### config.mk
export PLATFORM = sky130hd
export DESIGN_NAME = adc_subscriber_sample_averager
export DESIGN_NICKNAME = d
export VERILOG_FILES = /design/src/adcsa_pkg.sv /design/src/adcsa_slot_mem.sv /design/src/adcsa_slot_unit.sv /design/src/adcsa_ctrl.sv /design/src/adc_subscriber_sample_averager.sv
export SDC_FILE = /design/constraint.sdc
export NUM_CORES = 1
export LEC_CHECK = 0
export BUFFER_PORTS_ARGS = -buffer_cell sky130_fd_sc_hd__buf_2
export CORE_UTILIZATION = 54
export DETAILED_ROUTE_END_ITERATION = 16
export GPL_ROUTABILITY_DRIVEN = 0
export GPL_TIMING_DRIVEN = 0
export PLACE_DENSITY = 0.8
export SETUP_SLACK_MARGIN = 0.05
export SLEW_MARGIN = 20
export SYNTH_ARGS = -nofsm -noshare
export SYNTH_HDL_FRONTEND = slang
export SYNTH_SLANG_ARGS = --single-unit
### constraint.sdc
create_clock -name clock -period 17.16 [get_ports clock]
set_clock_uncertainty 0.15 [all_clocks]
set_input_delay 3.432 -clock clock [delete_from_list [all_inputs] [get_ports clock]]
set_output_delay 3.432 -clock clock [all_outputs]
set_load 0.05 [all_outputs]
### src/adcsa_pkg.sv
// ----------------------------------------------------------------------------
// adcsa_pkg
// Shared types and constants of the ADC subscriber sample averager: request
// and response payloads, the slot table entry and the slot evaluation record.
// ----------------------------------------------------------------------------
`default_nettype none

package adcsa_pkg;

   // default number of subscriber slots
   localparam int SLOTS_DEFAULT = 8;

   // request kinds
   typedef enum logic [1:0] {
      KIND_SAMPLE = 2'd0,
      KIND_ADD    = 2'd1,
      KIND_CANCEL = 2'd2,
      KIND_CLEAR  = 2'd3
   } kind_type;

   // response kinds
   localparam logic RESULT_ACK     = 1'b0;
   localparam logic RESULT_READING = 1'b1;

   // request payload
   typedef struct packed {
      kind_type    kind;
      logic [4:0]  channel;
      logic [11:0] sample_value;
      logic [7:0]  handler_id;
      logic [7:0]  average_count;
   } req_type;

   // response payload
   typedef struct packed {
      logic        result_kind;
      logic        success;
      logic [7:0]  reading_handler;
      logic [4:0]  reading_channel;
      logic [11:0] reading_value;
      logic        last;
   } rsp_type;

   // one entry of the slot table
   typedef struct packed {
      logic [7:0]  handler;
      logic [4:0]  channel;
      logic [7:0]  target;
      logic [7:0]  count;
      logic [11:0] value;
   } slot_type;

   // outcome of evaluating one slot against the current request
   typedef struct packed {
      logic     write;
      logic     set_active;
      logic     clr_active;
      logic     emit;
      logic     stop;
      slot_type wdata;
   } eval_type;

endpackage

`default_nettype wire

### src/adcsa_slot_mem.sv
// ----------------------------------------------------------------------------
// adcsa_slot_mem
// Slot table storage: one write port and one registered read port.
// ----------------------------------------------------------------------------
`default_nettype none

module adcsa_slot_mem
   import adcsa_pkg::*;
#(
   parameter int SLOTS = SLOTS_DEFAULT,
   parameter int IW    = (SLOTS > 1) ? $clog2(SLOTS) : 1
) (
   input  wire logic          clock,
   input  wire logic          wr_en,
   input  wire logic [IW-1:0] wr_addr,
   input  wire slot_type      wr_data,
   input  wire logic [IW-1:0] rd_addr,
   output slot_type           rd_data
);

   slot_type mem_ff [SLOTS];
   slot_type rd_data_ff;

   // write port and registered read port
   always_ff @(posedge clock) begin
      if (wr_en) begin
         mem_ff[wr_addr] <= wr_data;
      end
      rd_data_ff <= mem_ff[rd_addr];
   end

   assign rd_data = rd_data_ff;

endmodule

`default_nettype wire

### src/adcsa_slot_unit.sv
// ----------------------------------------------------------------------------
// adcsa_slot_unit
// Shared slot evaluation unit: matches one slot entry against the current
// request and computes the updated entry, the running average and the flags.
// ----------------------------------------------------------------------------
`default_nettype none

module adcsa_slot_unit
   import adcsa_pkg::*;
(
   input  wire req_type  req,
   input  wire slot_type entry,
   input  wire logic     active,
   output eval_type      result
);

   logic        ch_match;
   logic        hd_match;
   logic [7:0]  cnt_next;
   logic [12:0] sum;
   logic [11:0] value_next;
   logic        hit;

   // match and arithmetic
   assign ch_match   = (entry.channel == req.channel);
   assign hd_match   = (entry.handler == req.handler_id);
   assign cnt_next   = entry.count + 8'd1;
   assign sum        = {1'b0, entry.value} + {1'b0, req.sample_value};
   assign value_next = (cnt_next == 8'd1) ? req.sample_value : sum[12:1];
   assign hit        = (cnt_next == entry.target);

   // per kind decision
   always_comb begin
      result = '0;
      result.wdata = entry;
      case (req.kind)
         KIND_SAMPLE: begin
            if (active && ch_match) begin
               result.write       = 1'b1;
               result.emit        = hit;
               result.wdata.count = hit ? 8'd0 : cnt_next;
               result.wdata.value = value_next;
            end
         end
         KIND_ADD: begin
            if (!active) begin
               result.write         = 1'b1;
               result.set_active    = 1'b1;
               result.stop          = 1'b1;
               result.wdata.handler = req.handler_id;
               result.wdata.channel = req.channel;
               result.wdata.target  = req.average_count;
               result.wdata.count   = 8'd0;
               result.wdata.value   = 12'd0;
            end
         end
         KIND_CANCEL: begin
            if (active && ch_match && hd_match) begin
               result.clr_active = 1'b1;
               result.stop       = 1'b1;
            end
         end
         default: begin
            result.write = 1'b0;
         end
      endcase
   end

endmodule

`default_nettype wire

### src/adcsa_ctrl.sv
// ----------------------------------------------------------------------------
// adcsa_ctrl
// Sequencer of the averager: walks the slot table one entry per cycle through
// the shared evaluation unit, keeps the active bits and the enable register,
// and queues one reading so the final result of a sample can carry last.
// ----------------------------------------------------------------------------
`default_nettype none

module adcsa_ctrl
   import adcsa_pkg::*;
#(
   parameter int SLOTS = SLOTS_DEFAULT,
   parameter int IW    = (SLOTS > 1) ? $clog2(SLOTS) : 1,
   parameter int CW    = $clog2(SLOTS + 1)
) (
   input  wire logic          clock,
   input  wire logic          reset,
   input  wire logic          start,
   output logic               busy,
   input  wire req_type       req_data,
   output logic               rsp_valid,
   output rsp_type            rsp_data,
   input  wire logic          csr_valid,
   input  wire logic          csr_wdata,
   output logic [IW-1:0]      rd_addr,
   input  wire slot_type      rd_data,
   output logic               wr_en,
   output logic [IW-1:0]      wr_addr,
   output slot_type           wr_data
);

   typedef enum logic [1:0] {
      ST_IDLE,
      ST_SCAN,
      ST_DONE
   } state_type;

   state_type        state_ff,      state_in;
   logic [CW-1:0]    cnt_ff,        cnt_in;
   req_type          req_ff,        req_in;
   logic             ok_ff,         ok_in;
   logic [SLOTS-1:0] active_ff,     active_in;
   logic             enable_ff,     enable_in;
   logic             pend_valid_ff, pend_valid_in;
   rsp_type          pend_ff,       pend_in;
   logic             rsp_valid_ff,  rsp_valid_in;
   rsp_type          rsp_ff,        rsp_in;

   logic          ev_on;
   logic [CW-1:0] ev_full;
   logic [IW-1:0] ev_idx;
   logic          ev_active;
   eval_type      ev;
   rsp_type       reading;

   // evaluation stage works on the entry addressed in the cycle before
   assign ev_on     = (state_ff == ST_SCAN) && (cnt_ff != '0);
   assign ev_full   = cnt_ff - CW'(1);
   assign ev_idx    = ev_full[IW-1:0];
   assign ev_active = ev_on && active_ff[ev_idx];
   assign rd_addr   = (cnt_ff < CW'(SLOTS)) ? cnt_ff[IW-1:0] : '0;

   adcsa_slot_unit u_unit (
      .req    (req_ff),
      .entry  (rd_data),
      .active (ev_active),
      .result (ev)
   );

   // reading built from the updated entry
   always_comb begin
      reading                 = '0;
      reading.result_kind     = RESULT_READING;
      reading.reading_handler = ev.wdata.handler;
      reading.reading_channel = ev.wdata.channel;
      reading.reading_value   = ev.wdata.value;
   end

   assign wr_addr = ev_idx;
   assign wr_data = ev.wdata;

   // next state
   always_comb begin
      state_in      = state_ff;
      cnt_in        = cnt_ff;
      req_in        = req_ff;
      ok_in         = ok_ff;
      active_in     = active_ff;
      enable_in     = enable_ff;
      pend_valid_in = pend_valid_ff;
      pend_in       = pend_ff;
      rsp_valid_in  = 1'b0;
      rsp_in        = rsp_ff;
      wr_en         = 1'b0;

      // register write
      if (csr_valid) begin
         enable_in = csr_wdata;
      end

      case (state_ff)
         ST_IDLE: begin
            if (start) begin
               req_in        = req_data;
               ok_in         = 1'b0;
               pend_valid_in = 1'b0;
               cnt_in        = '0;
               case (req_data.kind)
                  KIND_SAMPLE: state_in = enable_ff ? ST_SCAN : ST_DONE;
                  KIND_CLEAR: begin
                     active_in = '0;
                     ok_in     = 1'b1;
                     state_in  = ST_DONE;
                  end
                  default: state_in = ST_SCAN;
               endcase
            end
         end
         ST_SCAN: begin
            cnt_in = cnt_ff + CW'(1);
            if (ev_on) begin
               wr_en = ev.write;
               if (ev.set_active) begin
                  active_in[ev_idx] = 1'b1;
               end
               if (ev.clr_active) begin
                  active_in[ev_idx] = 1'b0;
               end
               if (ev.stop) begin
                  ok_in = 1'b1;
               end
               // flush the queued reading, queue the new one
               if (ev.emit) begin
                  if (pend_valid_ff) begin
                     rsp_valid_in = 1'b1;
                     rsp_in       = pend_ff;
                  end
                  pend_in       = reading;
                  pend_valid_in = 1'b1;
               end
            end
            if ((ev_on && ev.stop) || (cnt_ff == CW'(SLOTS))) begin
               state_in = ST_DONE;
            end
         end
         ST_DONE: begin
            if (req_ff.kind != KIND_SAMPLE) begin
               rsp_valid_in   = 1'b1;
               rsp_in         = '0;
               rsp_in.result_kind = RESULT_ACK;
               rsp_in.success = ok_ff;
               rsp_in.last    = 1'b1;
            end else if (pend_valid_ff) begin
               rsp_valid_in = 1'b1;
               rsp_in       = pend_ff;
               rsp_in.last  = 1'b1;
            end
            pend_valid_in = 1'b0;
            state_in      = ST_IDLE;
         end
         default: begin
            state_in = ST_IDLE;
         end
      endcase
   end

   // state and registered outputs
   always_ff @(posedge clock) begin
      if (reset) begin
         state_ff      <= ST_IDLE;
         cnt_ff        <= '0;
         ok_ff         <= 1'b0;
         active_ff     <= '0;
         enable_ff     <= 1'b0;
         pend_valid_ff <= 1'b0;
         rsp_valid_ff  <= 1'b0;
      end else begin
         state_ff      <= state_in;
         cnt_ff        <= cnt_in;
         ok_ff         <= ok_in;
         active_ff     <= active_in;
         enable_ff     <= enable_in;
         pend_valid_ff <= pend_valid_in;
         rsp_valid_ff  <= rsp_valid_in;
      end
      req_ff  <= req_in;
      pend_ff <= pend_in;
      rsp_ff  <= rsp_in;
   end

   assign busy      = (state_ff != ST_IDLE);
   assign rsp_valid = rsp_valid_ff;
   assign rsp_data  = rsp_ff;

   // clear empties the table right after its transfer
   a_clear_frees_all: assert property (@(posedge clock) disable iff (reset)
      (state_ff == ST_IDLE && start && req_data.kind == KIND_CLEAR)
      |=> (active_ff == '0))
      else $error("clear left a slot active");

   // acknowledges always close their request
   a_ack_is_last: assert property (@(posedge clock) disable iff (reset)
      (rsp_valid_ff && rsp_ff.result_kind == RESULT_ACK) |-> rsp_ff.last)
      else $error("acknowledge without last");

   // a non-final reading only comes out of the table walk
   a_mid_from_scan: assert property (@(posedge clock) disable iff (reset)
      (rsp_valid_ff && !rsp_ff.last) |-> ($past(state_ff) == ST_SCAN))
      else $error("non-final result outside the walk");

   // the walk never runs past the table
   a_cnt_range: assert property (@(posedge clock) disable iff (reset)
      (state_ff == ST_SCAN) |-> (cnt_ff <= CW'(SLOTS)))
      else $error("slot counter past the table");

   // the unit only writes while the walk evaluates a slot
   a_write_in_walk: assert property (@(posedge clock) disable iff (reset)
      wr_en |-> (ev_on && $past(state_ff) != ST_DONE))
      else $error("table write outside the walk");

endmodule

`default_nettype wire

### src/adc_subscriber_sample_averager.sv
// ----------------------------------------------------------------------------
// adc_subscriber_sample_averager
// Table of subscriber slots that average ADC samples per channel and report
// a reading whenever a slot reaches its target sample count.
// ----------------------------------------------------------------------------
// Usage:
//   Requests (sample, add, cancel, clear) transfer on req_data when start is
//   high and busy is low. Results come on rsp_data, one per cycle, each marked
//   by a single-cycle rsp_valid strobe; the receiver cannot stall them, and
//   the final result of a request has last set.
//   Add, cancel and clear give one acknowledge; a sample gives one reading
//   per slot that reaches its target, possibly none.
//   A sample (enabled), add or cancel walks the slot table one entry
//   per cycle through the shared slot unit with a registered table read;
//   add and cancel stop at the first hit, and clear or a disabled sample
//   skips the walk. A new request is taken only once busy is low again.
//   The final result strobes in the first cycle with busy low again.
//   The enable register is written over csr_valid / csr_ready / csr_wdata,
//   always ready; the user must write it only while the block is idle,
//   as the block does not enforce this. Reset frees every slot and clears enable; slot contents are not cleared.
// ----------------------------------------------------------------------------
`default_nettype none

module adc_subscriber_sample_averager
   import adcsa_pkg::*;
#(
   parameter int SLOTS = SLOTS_DEFAULT
) (
   input  wire logic    clock,
   input  wire logic    reset,
   input  wire logic    start,
   output logic         busy,
   input  wire req_type req_data,
   output logic         rsp_valid,
   output rsp_type      rsp_data,
   input  wire logic    csr_valid,
   output logic         csr_ready,
   input  wire logic    csr_wdata
);

   localparam int IW = (SLOTS > 1) ? $clog2(SLOTS) : 1;
   localparam int CW = $clog2(SLOTS + 1);

   logic [IW-1:0] rd_addr;
   slot_type      rd_data;
   logic          wr_en;
   logic [IW-1:0] wr_addr;
   slot_type      wr_data;

   assign csr_ready = 1'b1;

   // sequencer with shared slot unit
   adcsa_ctrl #(
      .SLOTS (SLOTS),
      .IW    (IW),
      .CW    (CW)
   ) u_ctrl (
      .clock     (clock),
      .reset     (reset),
      .start     (start),
      .busy      (busy),
      .req_data  (req_data),
      .rsp_valid (rsp_valid),
      .rsp_data  (rsp_data),
      .csr_valid (csr_valid),
      .csr_wdata (csr_wdata),
      .rd_addr   (rd_addr),
      .rd_data   (rd_data),
      .wr_en     (wr_en),
      .wr_addr   (wr_addr),
      .wr_data   (wr_data)
   );

   // slot table
   adcsa_slot_mem #(
      .SLOTS (SLOTS),
      .IW    (IW)
   ) u_mem (
      .clock   (clock),
      .wr_en   (wr_en),
      .wr_addr (wr_addr),
      .wr_data (wr_data),
      .rd_addr (rd_addr),
      .rd_data (rd_data)
   );

endmodule

`default_nettype wire

==> flow_metrics.py <==
metrics = {
    "synthesis": {
        "synth_enable_flop_cells": 416,
        "synth_top_area_cell": "edfxtp_1",
        "yosysTopAreaCellShare_pct": 65.82,
        "ys_types": 67,
        "synth_cells": 1040,
        "async_flop_share_pct": 0,
        "syn_area_um2": 18980,
        "synth_area_per_cell_um2": 18.25,
        "syn-num-nets": 1105,
        "synth_seq_area_share_pct": 72.04,
        "ys_warn_count": 0,
        "synthFlopType": "edfxtp_1",
        "netlist_top_cells_area": "edfxtp_1, mux4_2, dfxtp_1, mux2_2, ha_1",
        "ys_seq_elements": 475,
    },
    "critical_path": {
        "crit_path_end": "u_mem.mem_ff[7][9]",
        "cp_max_fo": 10,
        "critical_path.top_delay_family": "buffers and inverters",
        "rr_worst_depth": 13,
        "crit_buf_inv": 7,
        "critical_path.cell_chain": "buf_6, clkbuf_1, inv_1, ha_1, nor3b_1, nor4_1, nand4_1, clkbuf_1, a21o_1, nor4_2, buf_4, buf_2, buf_2",
        "worstReg2RegEnd": "u_mem.mem_ff[7][9]",
        "slowest_stage": "nor4_1",
        "criticalPathCategory": "flop to flop",
        "cp-end-kind": "flop",
        "critPathMaxStageDelay_ns": 0.62,
        "arrival_ns": 5.46,
        "critPathLaunchType": "flop",
        "r2r_setup_slack_ns": 11.82,
        "r2r_start": "u_ctrl.cnt_ff[0]",
        "required_ns": 17.28,
        "crit_path_start": "u_ctrl.cnt_ff[0]",
        "cp.depth": 13,
    },
    "clocking": {
        "cts_resized": 0,
        "clkTransAtPathRegs_ns": 0.06,
        "post_cts_buffers": 0,
        "cts_max_level": 2,
        "hold_buffers": 0,
        "cts_root_buf": "clkbuf_16",
        "clockBufferDepth": 3,
        "insertion_delay_ns": 0.57,
        "cts_tree": "yes",
        "cts_sinks": 475,
        "cts_buffers": 46,
    },
    "die": {
        "rows": 68,
        "start_util_pct": 54.94,
        "die_area_um2": 35900,
        "chipHeight_um": 189.5,
        "die_w_um": 189.5,
        "coreArea_um2": 34540,
        "ios": 71,
    },
    "power_and_ir_drop": {
        "peakVddDrop_mv": 0.1020,
        "p_total_mw": 3.075,
        "p_leak_nw": 7.468,
        "cellPowerDensity_nw_per_um2": 139.9,
    },
    "hold_path": {
        "hp-start": "u_ctrl.pend_ff[19]",
        "hold_class": "flop to flop",
    },
    "detailed_routing": {
        "met1_length_um": 16990,
        "wl_per_cell_um": 24.50,
        "routed.top_layer": "met4",
        "drcViolationCount": 0,
        "drt_wl_total_um": 41400,
        "dr.pass1.iters": 6,
        "detail_route.vias_per_cell": 6.073,
        "met2_length_um": 20310,
        "via_count": 10260,
        "dr_wl_met3_um": 3114,
        "drt_iter0_markers": 1408,
        "postRouteAntennaNets": 0,
    },
    "sta": {
        "rsz0062_at_grt": "false",
        "fmax_ghz": 0.1872,
        "final-setup-viol-count": 0,
        "finalHoldViolCount": 0,
        "worst_pin_slew_ns": 1.041,
        "fin_tns_setup_ns": 0,
        "fin_crit_sh_pct": 31.12,
        "drv_slew": 0,
        "slew_headroom_pct": 30.63,
        "timing.final.crit_period_ns": 5.341,
    },
    "outcome": {
        "outcome": "complete, no violations",
    },
    "cells_and_area": {
        "seqCellArea_um2": 13670,
        "n_fill_cell": 2338,
        "areaGrowthSynthToFinish_pct": 15.82,
        "layout_commonest_cell": "edfxtp_1",
        "final_cell_mix": "edfxtp_1, buf_2, mux4_2, mux2_2, dfxtp_1",
        "nNetsFinal": 1263,
        "multi_input_area_um2": 5027,
        "drive_above_1_share_pct": 29.98,
    },
    "placed_design": {
        "port_buffers": 68,
        "dp_hpwl_um": 26900,
    },
    "grt": {
        "gr-usage-all-layers_pct": 23.57,
        "grt_antenna_before_repair": 2,
        "overflow": 0,
        "grt_pass1_vias": 10420,
        "grt_start_max_net_pins": 27,
        "grt_pass1_wl_um": 62540,
    },
    "flow_run": {
        "cap_violations": 0,
    },
}
==> stage by stage <==
stage / hold WS (ns) / worst slack [ns] / std cells / util, % / cell area [um^2]
after global routing: 0.3873 / 11.76 / 1690 / 63.63 / 21980
after detailed placement: 0.3551 / 11.71 / 1605 / 59.18 / 20440
after CTS: 0.3684 / 11.88 / 1689 / 63.62 / 21980
after global placement: 0.3271 / 5.242 / 1563 / 57.58 / 19890
after floorplan: 0.3111 / 9.921 / 1040 / - / 18980
final: 0.3677 / 11.82 / 1690 / 63.63 / 21980
==> cell type report <==
cell class,count,area share (%)
clock buffer,63,5.800
buffer,49,1.030
tap,455,2.590
inverter,31,0.5294
timing repair buffer,110,3.785
clock inverter,21,1.178
multi-input combinational,485,22.87
antenna,1,0.01138
sequential,475,62.20
==> cells in the mapped netlist, types with 3 or more instances <==
library cell and count:
buf_6 3, edfxtp_1 416, nand2b_1 8, nor2_1 30
buf_1 8, inv_1 30, dfxtp_1 59, clkbuf_1 25
mux4_2 83, xnor2_1 16, a211oi_1 10, or3_1 5
o31ai_1 3, buf_2 12, nand4_1 9, mux2_2 65
o21a_1 4, a31oi_1 9, nor4_1 8, a41oi_1 3
mux2i_1 8, and2_1 28, a21oi_1 18, nand3_1 9
a22oi_1 3, ha_1 24, a21boi_0 3, xor2_1 11
nand2_1 37, nor2b_1 8, xnor3_1 4, a22o_1 5
o21ai_0 26, nor3_1 11
==> worst register-to-register path, cell delays in order, from the launching register on <==
cell and delay [ns]:
dfxtp_1 0.52, buf_6 0.23, clkbuf_1 0.39, inv_1 0.20, ha_1 0.31, nor3b_1 0.21
nor4_1 0.62, nand4_1 0.27, clkbuf_1 0.38, a21o_1 0.46, nor4_2 0.56, buf_4 0.27
buf_2 0.23, buf_2 0.24
==> worst min path at each step <==
stage,endpoint,depth (start not counted)
5_1_grt,u_ctrl.rsp_data[22],1
2_1_floorplan,u_ctrl.enable_ff,2
3_5_place_dp,u_ctrl.rsp_data[19],1
3_3_place_gp,u_ctrl.enable_ff,2
4_1_cts,u_ctrl.rsp_data[17],1
6_report,u_ctrl.rsp_data[19],1
==> where the power goes <==
part | leakage [nW] | internal [mW] | switching (mW)
Clock | 0.757 | 0.587 | 0.429
Combinational | 2.44 | 0.201 | 0.420
Sequential | 4.27 | 1.40 | 0.0393
Total | 7.47 | 2.19 | 0.889
==> per-layer routing <==
| metal | track usage, % | vias to the layer above |
|---|---|---|
| li1 | - | 4438 |
| met5 | 0 | - |
| met3 | 3.781 | 84 |
| met2 | 39.15 | 530 |
| met4 | 6.793 | 0 |
| met1 | 32.37 | 5211 |
==> flip-flops by register name, indices dropped and copies added (netlist names) <==
register,cells
u_mem.mem_ff,328
u_mem.rd_data,41
u_ctrl.req_ff,35
u_ctrl.rsp_data,28
u_ctrl.pend_ff,25
u_ctrl.active_ff,8
u_ctrl.cnt_ff,4
u_ctrl.state_ff,2
u_ctrl.enable_ff,1
u_ctrl.ok_ff,1
u_ctrl.pend_valid_ff,1
u_ctrl.rsp_valid,1
==> cell families (layout without fill, tap and decap cells) <==
family                   count (synthesis)  in the layout  synth area share (%)
AND/OR/NAND/NOR                        159            159                 4.272
other                                    1              2               0.01976
adder cells (fa/ha/maj)                 25             25                 1.688
buffers and inverters                   80            274                 1.800
AO/OA/AOI/OAI                          110            110                 4.087
flip-flops                             475            475                 72.04
multiplexers                           158            158                 14.29
XOR/XNOR                                32             32                 1.806
Power figures use the tool's default switching activity.
